<file path="config.mk">
export PLATFORM = sky130hd
export DESIGN_NAME = save_container_validator_flat
export DESIGN_NICKNAME = d
export VERILOG_FILES = /design/src/rtl/core/scv_pkg.sv /design/src/rtl/core/scv_if.sv /design/src/rtl/core/save_container_validator.sv /design/src/flat_wrapper.sv
export SDC_FILE = /design/constraint.sdc
export NUM_CORES = 1
export LEC_CHECK = 0
export ABC_AREA = 1
export BUFFER_PORTS_ARGS = -buffer_cell sky130_fd_sc_hd__buf_2
export CORE_MARGIN = 2
export CORE_UTILIZATION = 30
export DETAILED_ROUTE_END_ITERATION = 10
export PLACE_DENSITY = 0.52
export SLEW_MARGIN = 15
export SYNTH_ARGS = -nofsm -noshare
export SYNTH_HDL_FRONTEND = slang
export SYNTH_SLANG_ARGS = --single-unit
export TNS_END_PERCENT = 1
</file>
<file path="constraint.sdc">
create_clock -name i_clk -period 7.2 [get_ports i_clk]
set_input_delay 1.44 -clock i_clk [delete_from_list [all_inputs] [get_ports i_clk]]
set_output_delay 1.44 -clock i_clk [all_outputs]
set_load 0.03 [all_outputs]
</file>
<file path="src/rtl/core/scv_pkg.sv">
`timescale 1ns / 1ps
`default_nettype none
// ----------------------------------------------------------------------------
// scv_pkg
// shared types, constants and the crc-32 byte step of the container validator
// ----------------------------------------------------------------------------
package scv_pkg;

    localparam int unsigned HEADER_BYTES = 28;
    localparam int unsigned COUNT_W      = 33;
    localparam int unsigned ADDR_W       = 4;
    localparam int unsigned DATA_W       = 32;

    localparam logic [31:0] CRC_POLY = 32'hEDB8_8320;
    localparam logic [31:0] CRC_INIT = 32'hFFFF_FFFF;

    localparam logic [7:0] MAGIC_0 = 8'h41;
    localparam logic [7:0] MAGIC_1 = 8'h32;
    localparam logic [7:0] MAGIC_2 = 8'h44;
    localparam logic [7:0] MAGIC_3 = 8'h53;

    localparam logic [1:0] REG_MAX_PAYLOAD = 2'd0;
    localparam logic [1:0] REG_MIN_SCHEMA  = 2'd1;
    localparam logic [1:0] REG_MAX_SCHEMA  = 2'd2;
    localparam logic [1:0] REG_EXP_VERSION = 2'd3;

    typedef enum logic [2:0] {
        ST_OK          = 3'd0,
        ST_FORMAT      = 3'd1,
        ST_CHECKSUM    = 3'd2,
        ST_UNSUPPORTED = 3'd3,
        ST_LIMIT       = 3'd4,
        ST_INVALID_ARG = 3'd5
    } t_status;

    function automatic logic [31:0] crc_byte(input logic [31:0] crc, input logic [7:0] b);
        logic [31:0] c;
        c = crc ^ {24'd0, b};
        for (int k = 0; k < 8; k++) begin
            c = (c >> 1) ^ (c[0] ? CRC_POLY : 32'd0);
        end
        return c;
    endfunction

endpackage
`default_nettype wire

</file>
<file path="src/rtl/core/scv_if.sv">
`timescale 1ns / 1ps
`default_nettype none
// ----------------------------------------------------------------------------
// scv_if
// valid/ready channels of the container validator: byte beats in, result out
// ----------------------------------------------------------------------------
interface scv_in_if;
    logic       valid;
    logic       ready;
    logic [7:0] data_byte;
    logic       last_byte;

    modport source (output valid, output data_byte, output last_byte, input ready);
    modport sink   (input valid, input data_byte, input last_byte, output ready);
endinterface

interface scv_out_if;
    logic             valid;
    logic             ready;
    scv_pkg::t_status status;
    logic [31:0]      schema_out;
    logic [31:0]      payload_length;

    modport source (output valid, output status, output schema_out,
                    output payload_length, input ready);
    modport sink   (input valid, input status, input schema_out,
                    input payload_length, output ready);
endinterface
`default_nettype wire

</file>
<file path="src/rtl/core/save_container_validator.sv">
`timescale 1ns / 1ps
`default_nettype none
// ----------------------------------------------------------------------------
// save_container_validator
// checks a 28-byte header plus payload container streamed one byte per beat
// ----------------------------------------------------------------------------
// i_byte carries one container byte per beat, last_byte marks the final one.
// o_result gives one beat per container: status, schema and payload length
// (the last two are zero unless status is ok).
// throughput: one byte per cycle while i_byte.ready is high; each byte's
// crc step and field capture is done in the cycle it is accepted, straight
// into the stream registers. the result is valid in the cycle after the
// last byte is accepted. the result sits in an output register; while it
// waits, non-last bytes and the last byte are still taken as long as
// o_result.ready is high or the register is empty, so a stalled receiver
// holds the input only while a finished result is unread.
// the apb port holds four limit registers; write them only between containers.
// reset (synchronous, active low) restores the register defaults and clears
// the stream state; the block is ready the cycle after reset is released.
// ----------------------------------------------------------------------------
module save_container_validator (
    input  wire                          i_clk,
    input  wire                          i_rst_n,
    scv_in_if.sink                       i_byte,
    scv_out_if.source                    o_result,
    input  wire                          psel,
    input  wire                          penable,
    input  wire                          pwrite,
    input  wire  [scv_pkg::ADDR_W-1:0]   paddr,
    input  wire  [scv_pkg::DATA_W-1:0]   pwdata,
    output logic [scv_pkg::DATA_W-1:0]   prdata,
    output logic                         pready
);
    import scv_pkg::*;

    localparam logic [COUNT_W-1:0] COUNT_MAX = {COUNT_W{1'b1}};
    localparam logic [COUNT_W-1:0] IDX_HCRC  = COUNT_W'(24);
    localparam logic [COUNT_W-1:0] IDX_HDR   = COUNT_W'(HEADER_BYTES);
    localparam logic [COUNT_W-1:0] IDX_LASTH = COUNT_W'(HEADER_BYTES - 1);

    // config registers
    logic [31:0] r_max_payload, r_min_schema, r_max_schema;
    logic [15:0] r_exp_version;
    logic        cfg_wr;

    // stream state
    logic [COUNT_W-1:0] r_count, n_count;
    logic [31:0]        r_crc, n_crc;
    logic [31:0]        r_hcrc, n_hcrc;
    logic [15:0]        r_version, n_version;
    logic [15:0]        r_flags, n_flags;
    logic [31:0]        r_schema, n_schema;
    logic [63:0]        r_length, n_length;
    logic [31:0]        r_pcrc, n_pcrc;
    t_status            r_err, n_err;
    logic               r_magic_ok, n_magic_ok;

    // result register
    logic        r_out_valid, n_out_valid;
    t_status     r_out_status, n_out_status;
    logic [31:0] r_out_schema, n_out_schema;
    logic [31:0] r_out_length, n_out_length;

    logic        acc;
    logic [7:0]  b;
    logic [4:0]  pos;
    logic [7:0]  magic_exp;
    logic [64:0] total_exp;
    t_status     st;

    assign pready = 1'b1;
    assign cfg_wr = psel && penable && pwrite;

    always_comb begin
        case (paddr[3:2])
            REG_MAX_PAYLOAD: prdata = r_max_payload;
            REG_MIN_SCHEMA:  prdata = r_min_schema;
            REG_MAX_SCHEMA:  prdata = r_max_schema;
            REG_EXP_VERSION: prdata = {16'd0, r_exp_version};
            default:         prdata = '0;
        endcase
    end

    always_ff @(posedge i_clk) begin
        if (!i_rst_n) begin
            r_max_payload <= 32'hFFFF_FFFF;
            r_min_schema  <= 32'd0;
            r_max_schema  <= 32'hFFFF_FFFF;
            r_exp_version <= 16'd1;
        end else if (cfg_wr) begin
            case (paddr[3:2])
                REG_MAX_PAYLOAD: r_max_payload <= pwdata;
                REG_MIN_SCHEMA:  r_min_schema  <= pwdata;
                REG_MAX_SCHEMA:  r_max_schema  <= pwdata;
                REG_EXP_VERSION: r_exp_version <= pwdata[15:0];
                default: ;
            endcase
        end
    end

    assign i_byte.ready       = !r_out_valid || o_result.ready;
    assign acc                = i_byte.valid && i_byte.ready;
    assign b                  = i_byte.data_byte;
    assign pos                = r_count[4:0];
    assign o_result.valid          = r_out_valid;
    assign o_result.status         = r_out_status;
    assign o_result.schema_out     = r_out_schema;
    assign o_result.payload_length = r_out_length;

    always_comb begin
        case (pos[1:0])
            2'd0:    magic_exp = MAGIC_0;
            2'd1:    magic_exp = MAGIC_1;
            2'd2:    magic_exp = MAGIC_2;
            default: magic_exp = MAGIC_3;
        endcase
    end

    always_comb begin
        n_count      = r_count;
        n_crc        = r_crc;
        n_hcrc       = r_hcrc;
        n_version    = r_version;
        n_flags      = r_flags;
        n_schema     = r_schema;
        n_length     = r_length;
        n_pcrc       = r_pcrc;
        n_err        = r_err;
        n_magic_ok   = r_magic_ok;
        n_out_valid  = r_out_valid && !o_result.ready;
        n_out_status = r_out_status;
        n_out_schema = r_out_schema;
        n_out_length = r_out_length;
        total_exp    = '0;
        st           = ST_OK;

        if (acc) begin
            // field capture, header bytes only
            if (r_count < IDX_HDR) begin
                if (pos < 5'd4) begin
                    if (b != magic_exp) n_magic_ok = 1'b0;
                end else if (pos < 5'd6) begin
                    n_version[8*(pos[0])+:8] = b;
                end else if (pos < 5'd8) begin
                    n_flags[8*(pos[0])+:8] = b;
                end else if (pos < 5'd12) begin
                    n_schema[8*(pos[1:0])+:8] = b;
                end else if (pos < 5'd20) begin
                    n_length[8*(3'(pos - 5'd12))+:8] = b;
                end else if (pos < 5'd24) begin
                    n_pcrc[8*(pos[1:0])+:8] = b;
                end else begin
                    n_hcrc[8*(pos[1:0])+:8] = b;
                end
            end

            if (r_count < IDX_HCRC || r_count >= IDX_HDR) begin
                n_crc = crc_byte(r_crc, b);
            end

            // header checks, first failure wins
            if (r_count == IDX_LASTH) begin
                if (r_err == ST_OK) begin
                    if (!r_magic_ok) begin
                        n_err = ST_FORMAT;
                    end else if (~r_crc != n_hcrc) begin
                        n_err = ST_CHECKSUM;
                    end else if (r_version != r_exp_version) begin
                        n_err = ST_UNSUPPORTED;
                    end else if (r_flags != 16'd0) begin
                        n_err = ST_FORMAT;
                    end else if (r_schema < r_min_schema || r_schema > r_max_schema) begin
                        n_err = ST_UNSUPPORTED;
                    end else if (r_length > {32'd0, r_max_payload}) begin
                        n_err = ST_LIMIT;
                    end
                end
                n_crc = CRC_INIT;
            end

            if (r_count != COUNT_MAX) n_count = r_count + COUNT_W'(1);

            if (i_byte.last_byte) begin
                total_exp = {1'b0, n_length} + 65'(HEADER_BYTES);
                if (r_min_schema > r_max_schema) begin
                    st = ST_INVALID_ARG;
                end else if (n_count < IDX_HDR) begin
                    st = ST_FORMAT;
                end else if (n_err != ST_OK) begin
                    st = n_err;
                end else if ({32'd0, n_count} != total_exp) begin
                    st = ST_FORMAT;
                end else if (~n_crc != n_pcrc) begin
                    st = ST_CHECKSUM;
                end
                n_out_valid  = 1'b1;
                n_out_status = st;
                n_out_schema = (st == ST_OK) ? n_schema : 32'd0;
                n_out_length = (st == ST_OK) ? n_length[31:0] : 32'd0;

                // back to reset for the next container
                n_count    = '0;
                n_crc      = CRC_INIT;
                n_hcrc     = '0;
                n_version  = '0;
                n_flags    = '0;
                n_schema   = '0;
                n_length   = '0;
                n_pcrc     = '0;
                n_err      = ST_OK;
                n_magic_ok = 1'b1;
            end
        end
    end

    always_ff @(posedge i_clk) begin
        if (!i_rst_n) begin
            r_count     <= '0;
            r_crc       <= CRC_INIT;
            r_hcrc      <= '0;
            r_version   <= '0;
            r_flags     <= '0;
            r_schema    <= '0;
            r_length    <= '0;
            r_pcrc      <= '0;
            r_err       <= ST_OK;
            r_magic_ok  <= 1'b1;
            r_out_valid <= 1'b0;
        end else begin
            r_count     <= n_count;
            r_crc       <= n_crc;
            r_hcrc      <= n_hcrc;
            r_version   <= n_version;
            r_flags     <= n_flags;
            r_schema    <= n_schema;
            r_length    <= n_length;
            r_pcrc      <= n_pcrc;
            r_err       <= n_err;
            r_magic_ok  <= n_magic_ok;
            r_out_valid <= n_out_valid;
        end
    end

    always_ff @(posedge i_clk) begin
        r_out_status <= n_out_status;
        r_out_schema <= n_out_schema;
        r_out_length <= n_out_length;
    end

    // a last beat always produces a result in the next cycle
    a_last_gives_result: assert property (@(posedge i_clk) disable iff (!i_rst_n)
        (acc && i_byte.last_byte) |=> o_result.valid)
        else $error("no result after last byte");

    // stream state restarts after the last beat
    a_last_clears: assert property (@(posedge i_clk) disable iff (!i_rst_n)
        (acc && i_byte.last_byte) |=> (r_count == '0 && r_err == ST_OK && r_magic_ok))
        else $error("stream state not cleared after last byte");

    // schema and length only reported with an ok status
    a_zero_on_error: assert property (@(posedge i_clk) disable iff (!i_rst_n)
        (o_result.valid && o_result.status != ST_OK)
            |-> (o_result.schema_out == 32'd0 && o_result.payload_length == 32'd0))
        else $error("nonzero fields with error status");

    // header error latched only once the header is complete
    a_err_after_header: assert property (@(posedge i_clk) disable iff (!i_rst_n)
        (r_err != ST_OK) |-> (r_count >= IDX_HDR))
        else $error("error latched inside header");

endmodule
`default_nettype wire
</file>
<file path="src/flat_wrapper.sv">
// flat-port wrapper written by rule: the top's interface ports become plain ports
module save_container_validator_flat import scv_pkg::*;
  (i_clk, i_rst_n, psel, penable, pwrite, paddr, pwdata, prdata, pready, i_byte_valid, i_byte_data_byte, i_byte_last_byte, i_byte_ready, o_result_valid, o_result_status, o_result_schema_out, o_result_payload_length, o_result_ready);
  scv_in_if i_byte_i ();
  scv_out_if o_result_i ();
  input  wire i_clk;
  input  wire i_rst_n;
  input  wire psel;
  input  wire penable;
  input  wire pwrite;
  input  wire  [scv_pkg::ADDR_W-1:0] paddr;
  input  wire  [scv_pkg::DATA_W-1:0] pwdata;
  output logic [scv_pkg::DATA_W-1:0] prdata;
  output logic pready;
  input wire logic [$bits(i_byte_i.valid)-1:0] i_byte_valid;
  input wire logic [$bits(i_byte_i.data_byte)-1:0] i_byte_data_byte;
  input wire logic [$bits(i_byte_i.last_byte)-1:0] i_byte_last_byte;
  output wire logic [$bits(i_byte_i.ready)-1:0] i_byte_ready;
  output wire logic [$bits(o_result_i.valid)-1:0] o_result_valid;
  output wire logic [$bits(o_result_i.status)-1:0] o_result_status;
  output wire logic [$bits(o_result_i.schema_out)-1:0] o_result_schema_out;
  output wire logic [$bits(o_result_i.payload_length)-1:0] o_result_payload_length;
  input wire logic [$bits(o_result_i.ready)-1:0] o_result_ready;
  assign i_byte_i.valid = i_byte_valid;
  assign i_byte_i.data_byte = i_byte_data_byte;
  assign i_byte_i.last_byte = i_byte_last_byte;
  assign i_byte_ready = i_byte_i.ready;
  assign o_result_valid = o_result_i.valid;
  assign o_result_status = o_result_i.status;
  assign o_result_schema_out = o_result_i.schema_out;
  assign o_result_payload_length = o_result_i.payload_length;
  assign o_result_i.ready = o_result_ready;
  save_container_validator u_core (.i_clk(i_clk), .i_rst_n(i_rst_n), .i_byte(i_byte_i), .o_result(o_result_i), .psel(psel), .penable(penable), .pwrite(pwrite), .paddr(paddr), .pwdata(pwdata), .prdata(prdata), .pready(pready));
endmodule
</file>
==> results.yml, run 1 <==
detailed_routing:
  dr.pass1.iters: 6
  wl_mm: 128
  first_iter_violations: 2996
  drcViolationCount: 0
  vias: 30900
  vias_per_cell: 5.14
  antenna_left: 0
  routedWlPerCell_um: 21.3
min_path:
  whs_path_depth: 2
  min_path_type: "reg -> reg"
  hold_path.startpoint: "u_core.r_pcrc[29]"
  worst_hold_path.endpoint: "u_core.r_pcrc[29]"
cells_and_area:
  final_cell_area_um2: 33800
  drive_gt1_frac: 0.0942
  layout.cells.non_filler: 6015
  area_delta_synth_final_pct: 12.8
  final_nets: 4863
clocking:
  cts_num_sinks: 441
  ctsHoldBuffers: 0
  clkLatencyLatePin_ns: 0.67
  cts_tree: "done"
  clkSlewWorstSetupHoldPaths_ns: 0.06
  ctsResizeCount: 0
  cts_made_buffers: 52
  htree_levels: 2
  root_buffer: "clkbuf_16"
  cts_setup_buffers: 0
  cts_buffer_depth: 3
pwr:
  p_clk_frac: 0.434
  power.internal_w: 0.00451
  peakVddDrop_uv: 182
  switchingPower_w: 0.00201
  p_per_area_nw_per_um2: 193
  power_frac_comb: 0.168
  switching_share: 0.309
  p_leak_nw: 14.5
  seq_power_share: 0.397
sta:
  worst_slew_pin_slew_ns: 1.20
  final-max-slew-violation-count: 0
  tns_ns: 0
  hold_violations: 0
  finalSetupViolations: 0
  fin_skew_ns: 0.0494
  rsz0062_at_grt: "no"
  maxSlewHeadroom: 0.198
  max_freq_mhz: 165
  hold_ws_ns: 0.462
  post-route-min-period_ns: 6.06
  fin_crit_sh: 0.842
logic_synthesis:
  syn_area_per_cell_um2: 6.52
  yosys_warnings: 0
  synth_seq_area_share: 0.317
  syn_nets: 4792
  synth_area_um2: 30000
  synth_ff_type: "dfxtp_1"
  ys_top_cells_by_area: "dfxtp_1, nand2_1, edfxtp_1"
  async_flop_share: 0
  synth_edf_count: 67
  ys_ff_latch: 441
  yosysUniqueCellTypes: 58
  synth_cells: 4602
  netlist.area_leader.share: 0.250
  synth_top_area_cell: "dfxtp_1"
floorplanning:
  start_util: 0.301
  die-area_um2: 103000
  die_w_um: 320
  num_io_pins: 154
  coreArea_um2: 99600
  rows: 116
  die_h_um: 320
critical_path:
  rrSetupSlack_ns: 1.14
  endpoint_kind: "flop"
  critical_path_required_ns: 7.59
  path_max_fanout: 34
  cp_common_cell: "nand2_1"
  r2r_end: "u_core.o_result.schema_out[13]"
  worstSetupStartpoint: "u_core.r_count[0]"
  cp-start-kind: "flop"
  reg2reg_depth: 29
  slowest_stage: "o21ai_1"
  path_class: "reg -> reg"
  rr_startpoint: "u_core.r_count[0]"
  arrival_ns: 6.45
  slowest_delay_ns: 0.76
global_route:
  grt_pass1_vias: 28100
  grt_first_pass_wirelength_mm: 186
  overflow: 0
  track_usage: 0.241
  antenna_found_initial: 9
  grt_max_degree: 149
placed_design:
  dp.cells: 5917
  hpwl_mm: 99.2
  gp_congestion: 0.976
  place_area_um2: 32000
  io_buffer_count: 150
outcome:
  outcome: "finished clean"
run:
  max-cap-violations: 0
-- state kept, by name, indices dropped and copies added, names as in the netlist, 16 cells and up --
| name | cells |
|---|---|
| u_core.r_pcrc | 32 |
| u_core.o_result.payload_length | 32 |
| u_core.r_min_schema | 32 |
| u_core.r_max_payload | 32 |
| u_core.o_result.schema_out | 32 |
| u_core.r_flags | 16 |
| u_core.r_hcrc | 32 |
| u_core.r_exp_version | 16 |
| u_core.r_schema | 32 |
| u_core.r_length | 64 |
| u_core.r_version | 16 |
| u_core.r_max_schema | 32 |
| u_core.r_crc | 32 |
| u_core.r_count | 33 |
-- cell usage after synthesis, types with 59 or more instances --
cell type / instances
o211ai_1: 106
ha_1: 138
nand4_1: 90
edfxtp_1: 67
dfxtp_1: 374
inv_1: 465
clkbuf_1: 132
xor2_1: 119
nand2_1: 1390
nand3_1: 202
o21ai_0: 164
xnor2_1: 59
nor3_1: 66
a21oi_1: 364
nor2_1: 479
-- layout by cell type, fill, tap and decap left out, types with 32 or more instances in the layout --
master | Yosys | layout
inv_1 | 465 | 463
dfxtp_1 | 374 | 374
clkbuf_16 | 0 | 52
xnor2_1 | 59 | 59
buf_2 | 16 | 149
o211ai_1 | 106 | 106
nor2_1 | 479 | 474
buf_4 | 15 | 41
nand4_1 | 90 | 90
xor2_1 | 119 | 119
o21ai_0 | 164 | 164
a21oi_1 | 364 | 364
nand3_1 | 202 | 202
or2_2 | 55 | 55
ha_1 | 138 | 138
o21ai_1 | 32 | 32
nand2_1 | 1390 | 1388
nor3_1 | 66 | 66
edfxtp_1 | 67 | 67
inv_2 | 40 | 41
-- layer usage --
| metal | vias up | track usage | share of wire |
|---|---|---|---|
| met3 | 227 | 0.0276 | 0.065 |
| met4 | 0 | 0.0933 | 0.039 |
| li1 | 15100 | - | - |
| met5 | - | 0 | 0 |
| met2 | 1101 | 0.375 | 0.44 |
| met1 | 14500 | 0.341 | 0.46 |
-- metrics by stage --
step                      setup slack (ns)  total power (W)   util
after global routing                 0.704          0.00675  0.340
after floorplan                       1.13          0.00338      -
after CTS                             1.27          0.00656  0.340
after detailed placement              1.13          0.00372  0.322
final                                 1.14          0.00653  0.340
after global placement                1.17          0.00372  0.322
-- critical path, delay by kind of cell (launching register included) --
kind | cells | cell delay (ns)
compound gates | 1 | 0.76
fa+ha+maj | 2 | 0.72
buf+inv | 5 | 0.81
flops | 1 | 0.30
simple gates | 21 | 3.16
-- cells by family (layout without fill, tap and decap cells) --
| kind of cell | count (synthesis) | after routing | share of synthesized area |
|---|---|---|---|
| AOI/OAI and AO/OA | 740 | 740 | 0.139 |
| other | 1 | 3 | 0.000125 |
| xor gates and xnor gates | 182 | 182 | 0.0549 |
| and+or+nand+nor | 2404 | 2404 | 0.340 |
| muxes | 2 | 2 | 0.000667 |
| adders and majority gates | 138 | 138 | 0.0575 |
| buffers and inverters | 694 | 807 | 0.0904 |
| DFF | 441 | 441 | 0.317 |
-- cell type report --
cell class	count	area, um^2
timing repair buffer	192	1090
tap	1298	1620
inverter	519	1950
sequential	441	9500
multi-input combinational	3467	17900
clock buffer	65	1420
clock inverter	31	382
fill	11000	65700
antenna	2	5.00
-- how the worst max path moves through the flow --
stage               slack (ns)                           endpoint  cells past startpoint
finish                    1.14     u_core.o_result.schema_out[13]                     29
global route              0.70     u_core.o_result.schema_out[19]                     30
CTS                       1.27     u_core.o_result.schema_out[31]                     30
detailed placement        1.13     u_core.o_result.schema_out[13]                     27
global placement          1.17  u_core.o_result.payload_length[0]                     24
floorplan                 1.13                 u_core.r_flags[10]                      9
-- power by group through the flow --
stage	combinational, W	clock (W)	sequential (W)
final	0.00110	0.00283	0.00259
after global placement	0.00107	0	0.00265
after CTS	0.00108	0.00289	0.00259
after global routing	0.00119	0.00297	0.00260
after floorplan	0.000715	0	0.00267
after detailed placement	0.00108	0	0.00265
Power figures use the tool's default switching activity.
==> run 2: changes to the inputs <==
- clock period: 7.2 -> 5.9 ns (I/O delays scaled with it)
==> results.yml, run 2 (synthesized netlist as in run 1, its figures left out) <==
floorplanning:
  num_io_pins: 154
  die_w_um: 320
  coreArea_um2: 99600
  rows: 116
  start_util: 0.301
  die_h_um: 320
  die-area_um2: 103000
cells_and_area:
  layout.cells.most_common: "nand2_1"
  area_delta_synth_final_pct: 13.9
  drive_gt1_frac: 0.102
  top_register: "u_core.r_length"
  layout.cells.non_filler: 6059
  top_regs: "u_core.r_length: 64 flops, u_core.r_count: 33 flops"
  ff_latch_area_um2: 9500
  fill_cells: 11000
  largest_register_ffs: 64
  final_cell_area_um2: 34200
  multi_input_area_um2: 17900
  most-common-layout-cells: "nand2_1, nor2_1, inv_1"
  final_util: 0.343
  final_nets: 4904
sta:
  final-max-slew-violation-count: 0
  max_freq_mhz: 179
  hold_violations: 0
  maxSlewHeadroom: 0.160
  tns_ns: 0
  finalSetupViolations: 0
  fin_crit_sh: 0.945
  setup_slack_ns: 0.324
  fin_skew_ns: 0.0521
  worst_slew_pin_slew_ns: 1.25
  post-route-min-period_ns: 5.58
  rsz0062_at_grt: "no"
critical_path:
  slowest_stage: "o21ai_1"
  rr_startpoint: "u_core.r_count[3]"
  reg2reg_depth: 26
  endpoint_kind: "flop"
  rrSetupSlack_ns: 0.32
  slowest_delay_ns: 0.69
  r2r_end: "u_core.o_result.payload_length[31]"
  path_max_fanout: 30
  path_class: "reg -> reg"
  worstSetupStartpoint: "u_core.r_count[3]"
  arrival_ns: 5.93
  cp-start-kind: "flop"
  cp_common_cell: "nand2_1"
  critical_path_required_ns: 6.25
detailed_routing:
  vias_per_cell: 5.13
  wl_mm: 128
  drcViolationCount: 0
  vias: 31100
  first_iter_violations: 2949
  antenna_left: 0
  routedWlPerCell_um: 21.1
  dr.pass1.iters: 7
placed_design:
  dp.cells: 5958
  gp_congestion: 1.02
  place_area_um2: 32400
  hpwl_mm: 100
  io_buffer_count: 150
  pre_cts_ws_ns: 0.491
clocking:
  cts_setup_buffers: 0
  cts_num_sinks: 441
  cts_made_buffers: 52
  clkSlewWorstSetupHoldPaths_ns: 0.06
  ctsResizeCount: 0
  cts_tree: "done"
  htree_levels: 2
  clkLatencyLatePin_ns: 0.67
  ctsHoldBuffers: 0
  root_buffer: "clkbuf_16"
  cts_buffer_depth: 3
global_route:
  top_usage_layer: "met2"
  grt_use_met3: 0.0316
  grt_pass1_vias: 28400
  track_usage: 0.242
  grt_max_degree: 163
  overflow: 0
  antenna_found_initial: 11
  met1_usage: 0.337
  grtUsageMet2: 0.385
  grt_first_pass_wirelength_mm: 187
min_path:
  whs_path_depth: 2
  min_path_type: "reg -> reg"
  worst_hold_path.endpoint: "u_core.r_hcrc[23]"
  hold_path.startpoint: "u_core.r_hcrc[23]"
pwr:
  p_leak_nw: 14.7
  peakVddDrop_uv: 240
  p_per_area_nw_per_um2: 232
outcome:
  outcome: "finished clean"
run:
  max-cap-violations: 0
[run 2: cell type report]
class / instances / area share
Sequential cell: 441 / 0.278
Tap cell: 1298 / 0.0475
Clock buffer: 71 / 0.0419
Timing Repair Buffer: 233 / 0.0421
Clock inverter: 25 / 0.0101
Multi-Input combinational cell: 3467 / 0.523
Antenna cell: 5 / 0.000366
Inverter: 519 / 0.0572
[run 2: stage by stage]
step	power (W)	hold WS, ns
after global placement	0.00456	0.448
final	0.00794	0.462
after global routing	0.00827	0.474
after CTS	0.00800	0.461
after detailed placement	0.00456	0.451
after floorplan	0.00413	0.439
[run 2: worst max-delay path by stage]
stage | slack, ns | to
floorplan | 0.09 | u_core.r_flags[10]
global placement | 0.51 | u_core.o_result.schema_out[29]
detailed placement | 0.49 | u_core.o_result.payload_length[31]
CTS | 0.44 | u_core.o_result.payload_length[31]
global route | 0.03 | u_core.o_result.payload_length[29]
finish | 0.32 | u_core.o_result.payload_length[31]
[run 2: where the power goes]
part | internal [W] | switching (W) | leakage, nW
Clock | 0.00198 | 0.00144 | 0.867
Sequential | 0.00312 | 0.0000525 | 3.66
Combinational | 0.000426 | 0.000929 | 10.2
Total | 0.00552 | 0.00242 | 14.7
[run 2: routing by layer]
layer | wire length, um | vias to the layer above | share of wire
li1 | - | 15200 | -
met1 | 58300 | 14600 | 0.46
met2 | 57400 | 1057 | 0.45
met3 | 8100 | 192 | 0.063
met4 | 4220 | 6 | 0.033
met5 | 40 | - | 0.00031
[run 2: worst max-delay path: cells and delay by family, from the launching register on]
family                 cells  cell delay, ns
AO/OA/AOI/OAI              1            0.69
buffers and inverters      2            0.60
flip-flops                 1            0.49
AND/OR/NAND/NOR           23            3.42
